==> config.mk <==
export PLATFORM = sky130hd
export DESIGN_NAME = lru_buffer_with_writeback
export DESIGN_NICKNAME = d
export VERILOG_FILES = /design/src/rtl/lrubw_pkg.sv /design/src/rtl/lrubw_cell.sv /design/src/rtl/lru_buffer_with_writeback.sv
export VERILOG_INCLUDE_DIRS = /design/src /design/src/rtl
export SDC_FILE = /design/constraint.sdc
export NUM_CORES = 1
export LEC_CHECK = 0
export BUFFER_PORTS_ARGS = -buffer_cell sky130_fd_sc_hd__buf_2
export CORE_MARGIN = 4
export CORE_UTILIZATION = 45
export CTS_BUF_LIST = sky130_fd_sc_hd__clkbuf_16
export DETAILED_ROUTE_END_ITERATION = 12
export GPL_TIMING_DRIVEN = 1
export HOLD_SLACK_MARGIN = 0.03
export SETUP_SLACK_MARGIN = 0.02
export SLEW_MARGIN = 10
export SYNTH_ARGS = -nofsm -noshare
export SYNTH_HDL_FRONTEND = slang
export SYNTH_SLANG_ARGS = --single-unit
==> constraint.sdc <==
create_clock -name clock -period 4.35 [get_ports clock]
set_clock_uncertainty 0.15 [all_clocks]
set_input_delay 0.435 -clock clock [delete_from_list [all_inputs] [get_ports clock]]
set_output_delay 0.435 -clock clock [all_outputs]
set_load 0.01 [all_outputs]
==> src/rtl/lru_buffer_with_writeback_assert.svh <==
// ----------------------------------------------------------------------------
// LRU buffer assertion macros
// Immediate-implication and next-cycle-implication checks for the buffer.
// ----------------------------------------------------------------------------
`ifndef LRU_BUFFER_WITH_WRITEBACK_ASSERT_SVH
`define LRU_BUFFER_WITH_WRITEBACK_ASSERT_SVH

`ifndef SYNTH

// The consequent must hold in the same cycle as the antecedent.
`define LRUBW_ASSERT_NOW(label, clk, rst, ante, cons) \
   label: assert property (@(posedge clk) disable iff (rst) (ante) |-> (cons)) \
      else $error("lru buffer check failed");

// The consequent must hold in the cycle after the antecedent.
`define LRUBW_ASSERT_NEXT(label, clk, rst, ante, cons) \
   label: assert property (@(posedge clk) disable iff (rst) (ante) |=> (cons)) \
      else $error("lru buffer check failed");

`else

`define LRUBW_ASSERT_NOW(label, clk, rst, ante, cons)
`define LRUBW_ASSERT_NEXT(label, clk, rst, ante, cons)

`endif

`endif

==> src/rtl/lrubw_pkg.sv <==
`timescale 1ns / 1ps
// ----------------------------------------------------------------------------
// LRU buffer package
// Sizes, types and id conversion helpers shared by the cell row and the top.
// ----------------------------------------------------------------------------
package lrubw_pkg;

   // Number of entries in the row and width of a stored id.
   localparam int ENTRIES   = 8;
   localparam int ID_BITS   = 16;
   // Width of the node id on the ports.
   localparam int NODE_BITS = 16;
   // Width that holds both a port id and a stored id.
   localparam int EXT_BITS  = (ID_BITS > NODE_BITS) ? ID_BITS : NODE_BITS;
   // Occupancy counter holds 0 .. ENTRIES.
   localparam int OCC_BITS  = $clog2(ENTRIES + 1);

   typedef logic [ID_BITS-1:0]   id_type;
   typedef logic [NODE_BITS-1:0] node_type;
   typedef logic [OCC_BITS-1:0]  occ_type;

   // Per-cell update command: take the younger neighbor, or take the new word.
   typedef struct packed {
      logic shift;
      logic load;
   } cell_ctrl_type;

   // Port id to stored id: truncate or zero-extend.
   function automatic id_type to_id(input node_type v);
      logic [EXT_BITS-1:0] x;
      x = EXT_BITS'(v);
      return x[ID_BITS-1:0];
   endfunction

   // Stored id to port id: keep the low bits.
   function automatic node_type to_node(input id_type v);
      logic [EXT_BITS-1:0] x;
      x = EXT_BITS'(v);
      return x[NODE_BITS-1:0];
   endfunction

endpackage

==> src/rtl/lrubw_cell.sv <==
`timescale 1ns / 1ps
// ----------------------------------------------------------------------------
// LRU buffer cell
// Holds one id and its dirty flag, compares the id against the incoming
// word, and loads either its younger neighbor or the incoming word.
// ----------------------------------------------------------------------------
module lrubw_cell (
   input  logic                      clock,
   input  lrubw_pkg::cell_ctrl_type  ctrl,
   input  lrubw_pkg::id_type         nbr_id,
   input  logic                      nbr_dirty,
   input  lrubw_pkg::id_type         new_id,
   input  logic                      new_dirty,
   output lrubw_pkg::id_type         id,
   output logic                      dirty,
   output logic                      match
);
   import lrubw_pkg::*;

   id_type id_ff, id_in;
   logic   dirty_ff, dirty_in;

   // Next contents: the new word wins, a shift takes the neighbor.
   always_comb begin
      id_in    = id_ff;
      dirty_in = dirty_ff;
      if (ctrl.load) begin
         id_in    = new_id;
         dirty_in = new_dirty;
      end else if (ctrl.shift) begin
         id_in    = nbr_id;
         dirty_in = nbr_dirty;
      end
   end

   // Payload storage needs no reset; the top only reads occupied cells.
   always_ff @(posedge clock) begin
      id_ff    <= id_in;
      dirty_ff <= dirty_in;
   end

   // Lookup compare against the incoming id.
   assign match = (id_ff == new_id);
   assign id    = id_ff;
   assign dirty = dirty_ff;

endmodule

==> src/rtl/lru_buffer_with_writeback.sv <==
`timescale 1ns / 1ps
// ----------------------------------------------------------------------------
// LRU buffer with write-back
// Keeps up to ENTRIES node ids ordered oldest (cell 0) to newest, each with
// a dirty flag, and reports the evicted oldest entry on a miss when full.
//
//   channel   ports                                   handshake
//   request   req_node_id, req_modified               start && !busy
//   response  rsp_hit, rsp_evicted_valid,             rsp_valid, one cycle,
//             rsp_evicted_id, rsp_write_back          cannot be held off
//
// One request word is taken every cycle; busy stays low.
// The response appears in the cycle after the request is taken.
// Lookup, reorder and append happen in the same cycle across the cell row:
// every cell compares in parallel and shifts from its younger neighbor.
// Synchronous reset clears rsp_valid and empties the row by clearing only the occupancy count.
// ----------------------------------------------------------------------------
`include "lru_buffer_with_writeback_assert.svh"

module lru_buffer_with_writeback (
   input  logic                  clock,
   input  logic                  reset,
   input  logic                  start,
   output logic                  busy,
   input  lrubw_pkg::node_type   req_node_id,
   input  logic                  req_modified,
   output logic                  rsp_valid,
   output logic                  rsp_hit,
   output logic                  rsp_evicted_valid,
   output lrubw_pkg::node_type   rsp_evicted_id,
   output logic                  rsp_write_back
);
   import lrubw_pkg::*;

   id_type         new_id;
   logic           accept;
   occ_type        occ_ff, occ_in;
   logic           full;
   logic           hit;
   logic           hit_newest;
   logic           evict;

   id_type         cell_id    [ENTRIES];
   logic           cell_dirty [ENTRIES];
   id_type         nbr_id     [ENTRIES];
   logic           nbr_dirty  [ENTRIES];
   cell_ctrl_type  ctrl       [ENTRIES];
   logic [ENTRIES-1:0] match_raw;
   logic [ENTRIES-1:0] occupied;
   logic [ENTRIES-1:0] is_newest;
   logic [ENTRIES-1:0] is_free_slot;
   logic [ENTRIES-1:0] hit_vec;
   logic [ENTRIES-1:0] at_or_above;

   logic           rsp_valid_ff, rsp_valid_in;
   logic           rsp_hit_ff, rsp_hit_in;
   logic           rsp_ev_valid_ff, rsp_ev_valid_in;
   node_type       rsp_ev_id_ff, rsp_ev_id_in;
   logic           rsp_wb_ff, rsp_wb_in;

   assign busy   = 1'b0;
   assign accept = start && !busy;
   assign new_id = to_id(req_node_id);

   // Row of cells, each fed by its younger neighbor.
   for (genvar g = 0; g < ENTRIES; g++) begin : g_cell
      if (g == ENTRIES - 1) begin : g_last
         assign nbr_id[g]    = '0;
         assign nbr_dirty[g] = 1'b0;
      end else begin : g_mid
         assign nbr_id[g]    = cell_id[g+1];
         assign nbr_dirty[g] = cell_dirty[g+1];
      end

      lrubw_cell u_cell (
         .clock     (clock),
         .ctrl      (ctrl[g]),
         .nbr_id    (nbr_id[g]),
         .nbr_dirty (nbr_dirty[g]),
         .new_id    (new_id),
         .new_dirty (req_modified),
         .id        (cell_id[g]),
         .dirty     (cell_dirty[g]),
         .match     (match_raw[g])
      );
   end

   // Slot position flags derived from the occupancy count.
   always_comb begin
      for (int i = 0; i < ENTRIES; i++) begin
         occupied[i]     = (OCC_BITS'(i) < occ_ff);
         is_newest[i]    = (OCC_BITS'(i + 1) == occ_ff);
         is_free_slot[i] = (OCC_BITS'(i) == occ_ff);
      end
   end

   // Lookup: at most one occupied cell can match, ids are kept unique.
   assign hit_vec    = match_raw & occupied;
   assign hit        = |hit_vec;
   assign hit_newest = |(hit_vec & is_newest);
   assign full       = (occ_ff == OCC_BITS'(ENTRIES));
   assign evict      = !hit && full;

   // Cells at or above the hit position close the gap.
   always_comb begin
      at_or_above[0] = hit_vec[0];
      for (int i = 1; i < ENTRIES; i++) begin
         at_or_above[i] = at_or_above[i-1] | hit_vec[i];
      end
   end

   // Per-cell commands for the three update cases.
   always_comb begin
      for (int i = 0; i < ENTRIES; i++) begin
         ctrl[i].shift = 1'b0;
         ctrl[i].load  = 1'b0;
         if (accept) begin
            if (hit) begin
               if (!hit_newest) begin
                  ctrl[i].shift = at_or_above[i] && occupied[i] && !is_newest[i];
                  ctrl[i].load  = is_newest[i];
               end
            end else if (full) begin
               ctrl[i].shift = (i != ENTRIES - 1);
               ctrl[i].load  = (i == ENTRIES - 1);
            end else begin
               ctrl[i].load  = is_free_slot[i];
            end
         end
      end
   end

   // Occupancy grows only on a miss with free space.
   always_comb begin
      occ_in = occ_ff;
      if (accept && !hit && !full) begin
         occ_in = occ_ff + OCC_BITS'(1);
      end
   end

   // Response word, registered.
   always_comb begin
      rsp_valid_in    = accept;
      rsp_hit_in      = hit;
      rsp_ev_valid_in = evict;
      rsp_ev_id_in    = evict ? to_node(cell_id[0]) : '0;
      rsp_wb_in       = evict && cell_dirty[0];
   end

   always_ff @(posedge clock) begin
      if (reset) begin
         occ_ff       <= '0;
         rsp_valid_ff <= 1'b0;
      end else begin
         occ_ff       <= occ_in;
         rsp_valid_ff <= rsp_valid_in;
      end
   end

   always_ff @(posedge clock) begin
      rsp_hit_ff      <= rsp_hit_in;
      rsp_ev_valid_ff <= rsp_ev_valid_in;
      rsp_ev_id_ff    <= rsp_ev_id_in;
      rsp_wb_ff       <= rsp_wb_in;
   end

   assign rsp_valid         = rsp_valid_ff;
   assign rsp_hit           = rsp_hit_ff;
   assign rsp_evicted_valid = rsp_ev_valid_ff;
   assign rsp_evicted_id    = rsp_ev_id_ff;
   assign rsp_write_back    = rsp_wb_ff;

   // Checks on the cell row and response timing.
   `LRUBW_ASSERT_NOW(a_occ_bound, clock, reset, 1'b1, occ_ff <= OCC_BITS'(ENTRIES))
   `LRUBW_ASSERT_NOW(a_single_hit, clock, reset, 1'b1, $onehot0(hit_vec))
   `LRUBW_ASSERT_NEXT(a_rsp_follows, clock, reset, accept, rsp_valid)
   `LRUBW_ASSERT_NEXT(a_evict_full, clock, reset, accept && !full, !rsp_evicted_valid)

endmodule

Word-level counts from Yosys, hierarchy flattened --
Index checks and enable logic that the tools add are counted. W data, S select, Z words.
Storage, ports and cells: word-level logic and storage cells 163, latch bits 0, memories kept 0, output and inout port bits 21, memory bits (read-only) 0, bits in writable memories 0, register bits 160
Operators by class: shift operators 0, multipliers 0, order comparisons 8, reductions and logical operators 41, bitwise operators 9, div/mod/pow operators 0, $add $sub $neg 1, mux-type cells 65, eq/ne operators 17
Operators by type and width (number):
- $mux W16 | 16
- $eq A16 B16 Y1 | 8
- $mux W2 | 24
- $mux W1 | 25
- $logic_and A1 B1 Y1 | 20
- $and A8 B8 Y8 | 2
- $eq A3 B4 Y1 const A | 4
- $lt A3 B4 Y1 const A | 4
- $reduce_bool A2 Y1 | 8
- $reduce_or A8 Y1 | 2
- $logic_not A1 Y1 | 10
- $eq A2 B4 Y1 const A | 2
- $lt A1 B4 Y1 const A | 2
- $lt A2 B4 Y1 const A | 2
- $or A1 B1 Y1 | 7
- $add A4 B1 Y4 const B | 1
- $eq A1 B4 Y1 const A | 1
- $eq A4 B4 Y1 const A | 1
- $eq A4 B4 Y1 const B | 1
- $logic_not A4 Y1 | 1

Longest topological paths before layout --
word-level depth 16, mapped depth 12

Cells and area by module --
From an unflattened synthesis, not the netlist that was laid out.
Second synthesis, totals: cell total of the unflattened synthesis 627, area total of the unflattened synthesis 8934.8 µm²
Modules (own cells, without submodules):
- lrubw_cell | area each 945.9 µm², cells each 58, instances 8
- lru_buffer_with_writeback | area each 1367.6 µm², cells each 163, instances 1

Worst setup path before layout --
OpenSTA, ideal clock, no wires.
path type register -> register, start register occ_ff[1], end register g_cell[3].u_cell.dirty_ff, enable pin, buffers on the path 1, cell stages (with the launch flop) 13, path slack 145 ps, setup time 423 ps, clock period less this slack 4205 ps, data required time 3777 ps, data arrival time 3632 ps, cells stage by stage dfxtp_1 -> inv_1 -> ha_1 -> nor2b_1 -> o2111ai_1 -> or3_1 -> nor2_1 -> or3_1 -> buf_4 -> nor2_1 -> clkinv_1 -> o31a_1 -> a311oi_1
Between the ends: elaborated cells between the ends (all ways) 33, classes of those cells order compare (8); eq/ne (9); mux (5); bitwise (5); reduce/logical (6)
RTL lines:
- start, declared | RTL line lru_buffer_with_writeback.sv:37 | occ_type occ_ff, occ_in;
- start signal, assigned | RTL line lru_buffer_with_writeback.sv:155 | occ_ff <= occ_in;
- $lt A1 B4 Y1 (tied with other cells) | RTL line lru_buffer_with_writeback.sv:91 | occupied[i] = (OCC_BITS'(i) < occ_ff);
- $and A8 B8 Y8 * | RTL line lru_buffer_with_writeback.sv:98 | assign hit_vec = match_raw & occupied;
- $reduce_or A8 Y1 * | RTL line lru_buffer_with_writeback.sv:99 | assign hit = |hit_vec;
- net hit | RTL line lru_buffer_with_writeback.sv:39 | logic hit;
- $mux W2 * | RTL line lru_buffer_with_writeback.sv:118 | if (hit) begin
- $mux W2 * | RTL line lru_buffer_with_writeback.sv:117 | if (accept) begin
- $reduce_bool A2 Y1 (no source line) *
- end signal, assigned | RTL line lrubw_cell.sv:39 | dirty_ff <= dirty_in;
- end, declared | RTL line lrubw_cell.sv:21 | logic dirty_ff, dirty_in;
Mark *: on every way through the listed nets, which the timed path passes. The rest lies on a longest branch. A chain may end at the register's enable or synchronous reset.

Worst setup path after layout --
start register occ_ff[3], end register g_cell[0].u_cell.id_ff[2], enable pin
Between the ends: word-level cells in the longest chain between the ends 8, elaborated cells between the ends (all ways) 31, classes of those cells order compare (8); eq/ne (9); mux (5); bitwise (2); reduce/logical (7)
RTL lines:
- $lt A1 B4 Y1 (tied with other cells) | RTL line lru_buffer_with_writeback.sv:91
- $and A8 B8 Y8 | RTL line lru_buffer_with_writeback.sv:98
- $and A8 B8 Y8 or $logic_and A1 B1 Y1 (tied branches) | RTL line lru_buffer_with_writeback.sv:100, lru_buffer_with_writeback.sv:120
- $reduce_or A8 Y1 or $logic_and A1 B1 Y1 (tied branches) | RTL line lru_buffer_with_writeback.sv:100, lru_buffer_with_writeback.sv:120
- $mux W2 | RTL line lru_buffer_with_writeback.sv:119 | if (!hit_newest) begin
- $mux W2 * | RTL line lru_buffer_with_writeback.sv:118
- $mux W2 * | RTL line lru_buffer_with_writeback.sv:117
- $reduce_bool A2 Y1 (no source line) *
- end signal, assigned | RTL line lrubw_cell.sv:38 | id_ff <= id_in;
- end, declared | RTL line lrubw_cell.sv:20 | id_type id_ff, id_in;
Every way passes the cells marked *; elsewhere a longest branch is shown, timed or not.

==> summary.txt <==
Power
  – Seq pwr share: 0.481
  – Maximum vdd drop: 0.296 mV
  – P_leak: 3.61 nW
  – Sw power: 0.854 mW
  – Comb pwr share: 0.077
  – Cell Int Power: 2.70 mW
  – Pwr/cell area: 361 nW/µm²
  – Clock power frac: 0.442
  – Total power: 3.56 mW
  – Switch share: 0.240

STA
  – Relative slew slack: 0.452
  – Endpoints failing setup: 0
  – WHS: 71.7 ps
  – Final Max Slew Viols: 0
  – Total Neg Setup Slack: 0 ps
  – Max frequency: 249 MHz
  – Fin crit share: 0.925
  – Final hold viol count: 0
  – Post-route minimum period: 4020 ps
  – Slew @ Worst Pin: 814 ps
  – Unrepaired setup endpoints after global routing: no

Layout
  – Layout Nets: 716
  – Non-Filler Instances: 971
  – Ant diodes: 0
  – Post-layout util: 0.506
  – Layout cell share with drive strength beyond 1: 0.316
  – Area Overhead vs Synth: 10.3%
  – Fillcell total: 1689

Yosys
  – Sequential cell area fraction in the yosys report: 0.511
  – Async set-reset flop share out of synthesis: 0
  – Syn_nets: 687
  – Gate count of the mapped netlist: 664
  – Mean post-synth cell area: 13.4 µm²
  – Main synth FF type: edfxtp_1
  – Yosys cell types: 63
  – Synth warn: 0
  – Post-synthesis register bit count: 160
  – Post-synth EDFFs: 136
  – Synth Cell Area: 8930 µm²

Global routing
  – Largest net degree at the start of global routing: 20
  – Total gr overflow: 0
  – Vias in the first global route: 5219
  – Initial antenna violation count: 0
  – Tot GR Track Use: 0.170
  – First-pass GRT wire length: 28900 µm

Clocking
  – # hold bufs at CTS: 0
  – Post-CTS setup buffers: 0
  – CTS clock-pin slew for the worst setup and hold paths: 70 ps
  – Max H-tree Level: 4
  – CTS resizes: 0
  – CTS Sinks: 160
  – Root buf cell: clkbuf_16
  – CTS tree: built
  – Maximum root-to-sink buffer count: 2
  – Total CTS buffers: 17
  – Clk Latency, worst-skew pair: 430 ps

Placed design
  – # port buffers: 39
  – GP Congestion: 0.854
  – Post-DP HPWL: 14000 µm
  – Placed Cells: 939

Floorplan
  – Core area: 19500 µm²
  – IO Pins: 41
  – Die W: 149 µm
  – Initial core utilization: 0.459
  – DIE AREA: 22200 µm²
  – Row count: 51
  – Die height: 149 µm

Worst setup path
  – Data required time of the worst path: 4320 ps
  – Crit-path max FO: 18
  – Worst Setup Start Kind: register
  – Max stage delay on crit path: 560 ps
  – CP cell instances: nor2_2 > a2111oi_0 > and2_1 > a22oi_1 > nand3b_2 > nor2_1 > nand4_2 > o21ai_1 > buf_4
  – Top Family by Delay on Critical Path: simple AND/OR/NAND/NOR gates
  – Buf+Inv Stages, Crit Path: 1
  – Worst setup path class: reg2reg
  – Data arrival, critical path: 4000 ps
  – R2R depth: 9
  – CP max-delay cell: nand4_2
  – Worst reg-to-reg setup slack: 330 ps
  – Worst r2r dst: g_cell[0].u_cell.id[2]
  – Stages on the worst setup path: 9
  – Capturing element type of the critical path: register
  – Reg-to-reg startpoint: occ_ff[3]

Detailed routing
  – Routed length per instance: 19.1 µm
  – DRC: 0
  – Drt first pass iters: 4
  – Vias/cell: 5.31
  – Initial DRC Count: 278
  – Via count: 5153
  – WL final: 18600 µm
  – Post-route ant nets: 0

Outcome
  – Status: complete, no violations

Min path
  – Min-delay src: reset
  – Hold path endpoint: occ_ff[1]
  – Hold Crit Depth: 2
  – HP Class: in2reg

Run
  – Max-cap viol count: 0
==> layout by cell type, fill, tap and decap left out, types with 9 or more instances in the layout <==
cell type	count
nand2_1	14
nand4_1	14
xnor2_1	55
buf_4	24
buf_2	39
and2_1	37
nand3_1	9
mux2_4	40
nor4_1	17
dfxtp_1	24
clkbuf_16	18
nor2_1	14
inv_1	12
xor2_1	71
edfxtp_1	136
mux2_2	70
nor3_1	10
==> Yosys cell counts, types with 3 or more instances <==
cell       count  area (µm²)
a2111oi_0      3        26.3
a211oi_2       3        37.5
a21o_1         3        22.5
a21oi_1        8        40.0
and2_1        37         231
buf_2          9        45.0
buf_4         27         203
buf_6         13         146
clkbuf_1       3        11.3
dfxtp_1       24         480
edfxtp_1     136        4080
ha_1           3        37.5
inv_1         12        45.0
mux2_1         7        78.8
mux2_2        70         788
mux2_4        40         601
mux2i_1        3        30.0
nand2_1       14        52.6
nand3_1        9        45.0
nand4_1       14        87.6
nor2_1        14        52.6
nor3_1        10        50.1
nor4_1        17         106
o21a_1         4        30.0
o21ai_4        4        65.1
o32ai_1        6        52.6
or3_1          3        18.8
or4_1          3        22.5
xnor2_1       55         482
xor2_1        71         622
==> per-layer routing <==
metal  GRT usage  share of wire
met1       0.210           0.43
met2       0.293           0.50
met3      0.0371          0.042
met4      0.0632          0.026
met5           0              0
==> power groups by stage <==
stage	clock network, mW	registers [mW]	logic [mW]
after global placement	0	1.74	0.273
after global routing	1.65	1.71	0.297
after floorplan	0	1.74	0.217
final	1.57	1.71	0.273
after CTS	1.59	1.71	0.277
after detailed placement	0	1.75	0.274
==> area by class of cell <==
| type | instances | area (µm²) | share of cell area |
|---|---|---|---|
| clock buffer | 18 | 450 | 0.0457 |
| tap | 265 | 332 | 0.0337 |
| timing repair buffer | 63 | 375 | 0.0381 |
| multi-input combinational | 438 | 3920 | 0.398 |
| inverter | 13 | 48.8 | 0.00496 |
| clock inverter | 14 | 161 | 0.0164 |
| sequential | 160 | 4560 | 0.464 |
==> cells by family after synthesis <==
group,synth area share
buffers and inverters,0.0514
and+or+nand+nor,0.0862
muxes,0.168
other,0.000420
adders and majority gates,0.00420
AOI/OAI and AO/OA,0.0552
xor gates and xnor gates,0.124
DFF,0.511
==> registers in the layout, summed over array words and instances (netlist names) <==
signal	count
g_cell.u_cell.dirty	8
occ_ff	4
rsp_valid	1
rsp_evicted_id	16
rsp_evicted_valid	1
g_cell.u_cell.id	128
rsp_hit	1
rsp_write_back	1
==> worst max path at each step <==
stage | to | start | slack (ps)
after CTS | g_cell[0].u_cell.id[12] | occ_ff[3] | 330
after global routing | g_cell[0].u_cell.id[2] | occ_ff[3] | 50
final | g_cell[0].u_cell.id[2] | occ_ff[3] | 330
after floorplan | g_cell[3].u_cell.dirty | occ_ff[1] | 150
after global placement | g_cell[3].u_cell.id[9] | occ_ff[3] | 410
after detailed placement | g_cell[0].u_cell.dirty | req_node_id[0] | 330
==> stage by stage <==
| stage | setup slack [ps] | cell area, µm² |
|---|---|---|
| after detailed placement | 331 | 9240 |
| after global placement | 408 | 9240 |
| final | 326 | 9850 |
| after CTS | 335 | 9850 |
| after global routing | 52.4 | 9850 |
| after floorplan | 145 | 8930 |
Power figures use the tool's default switching activity.
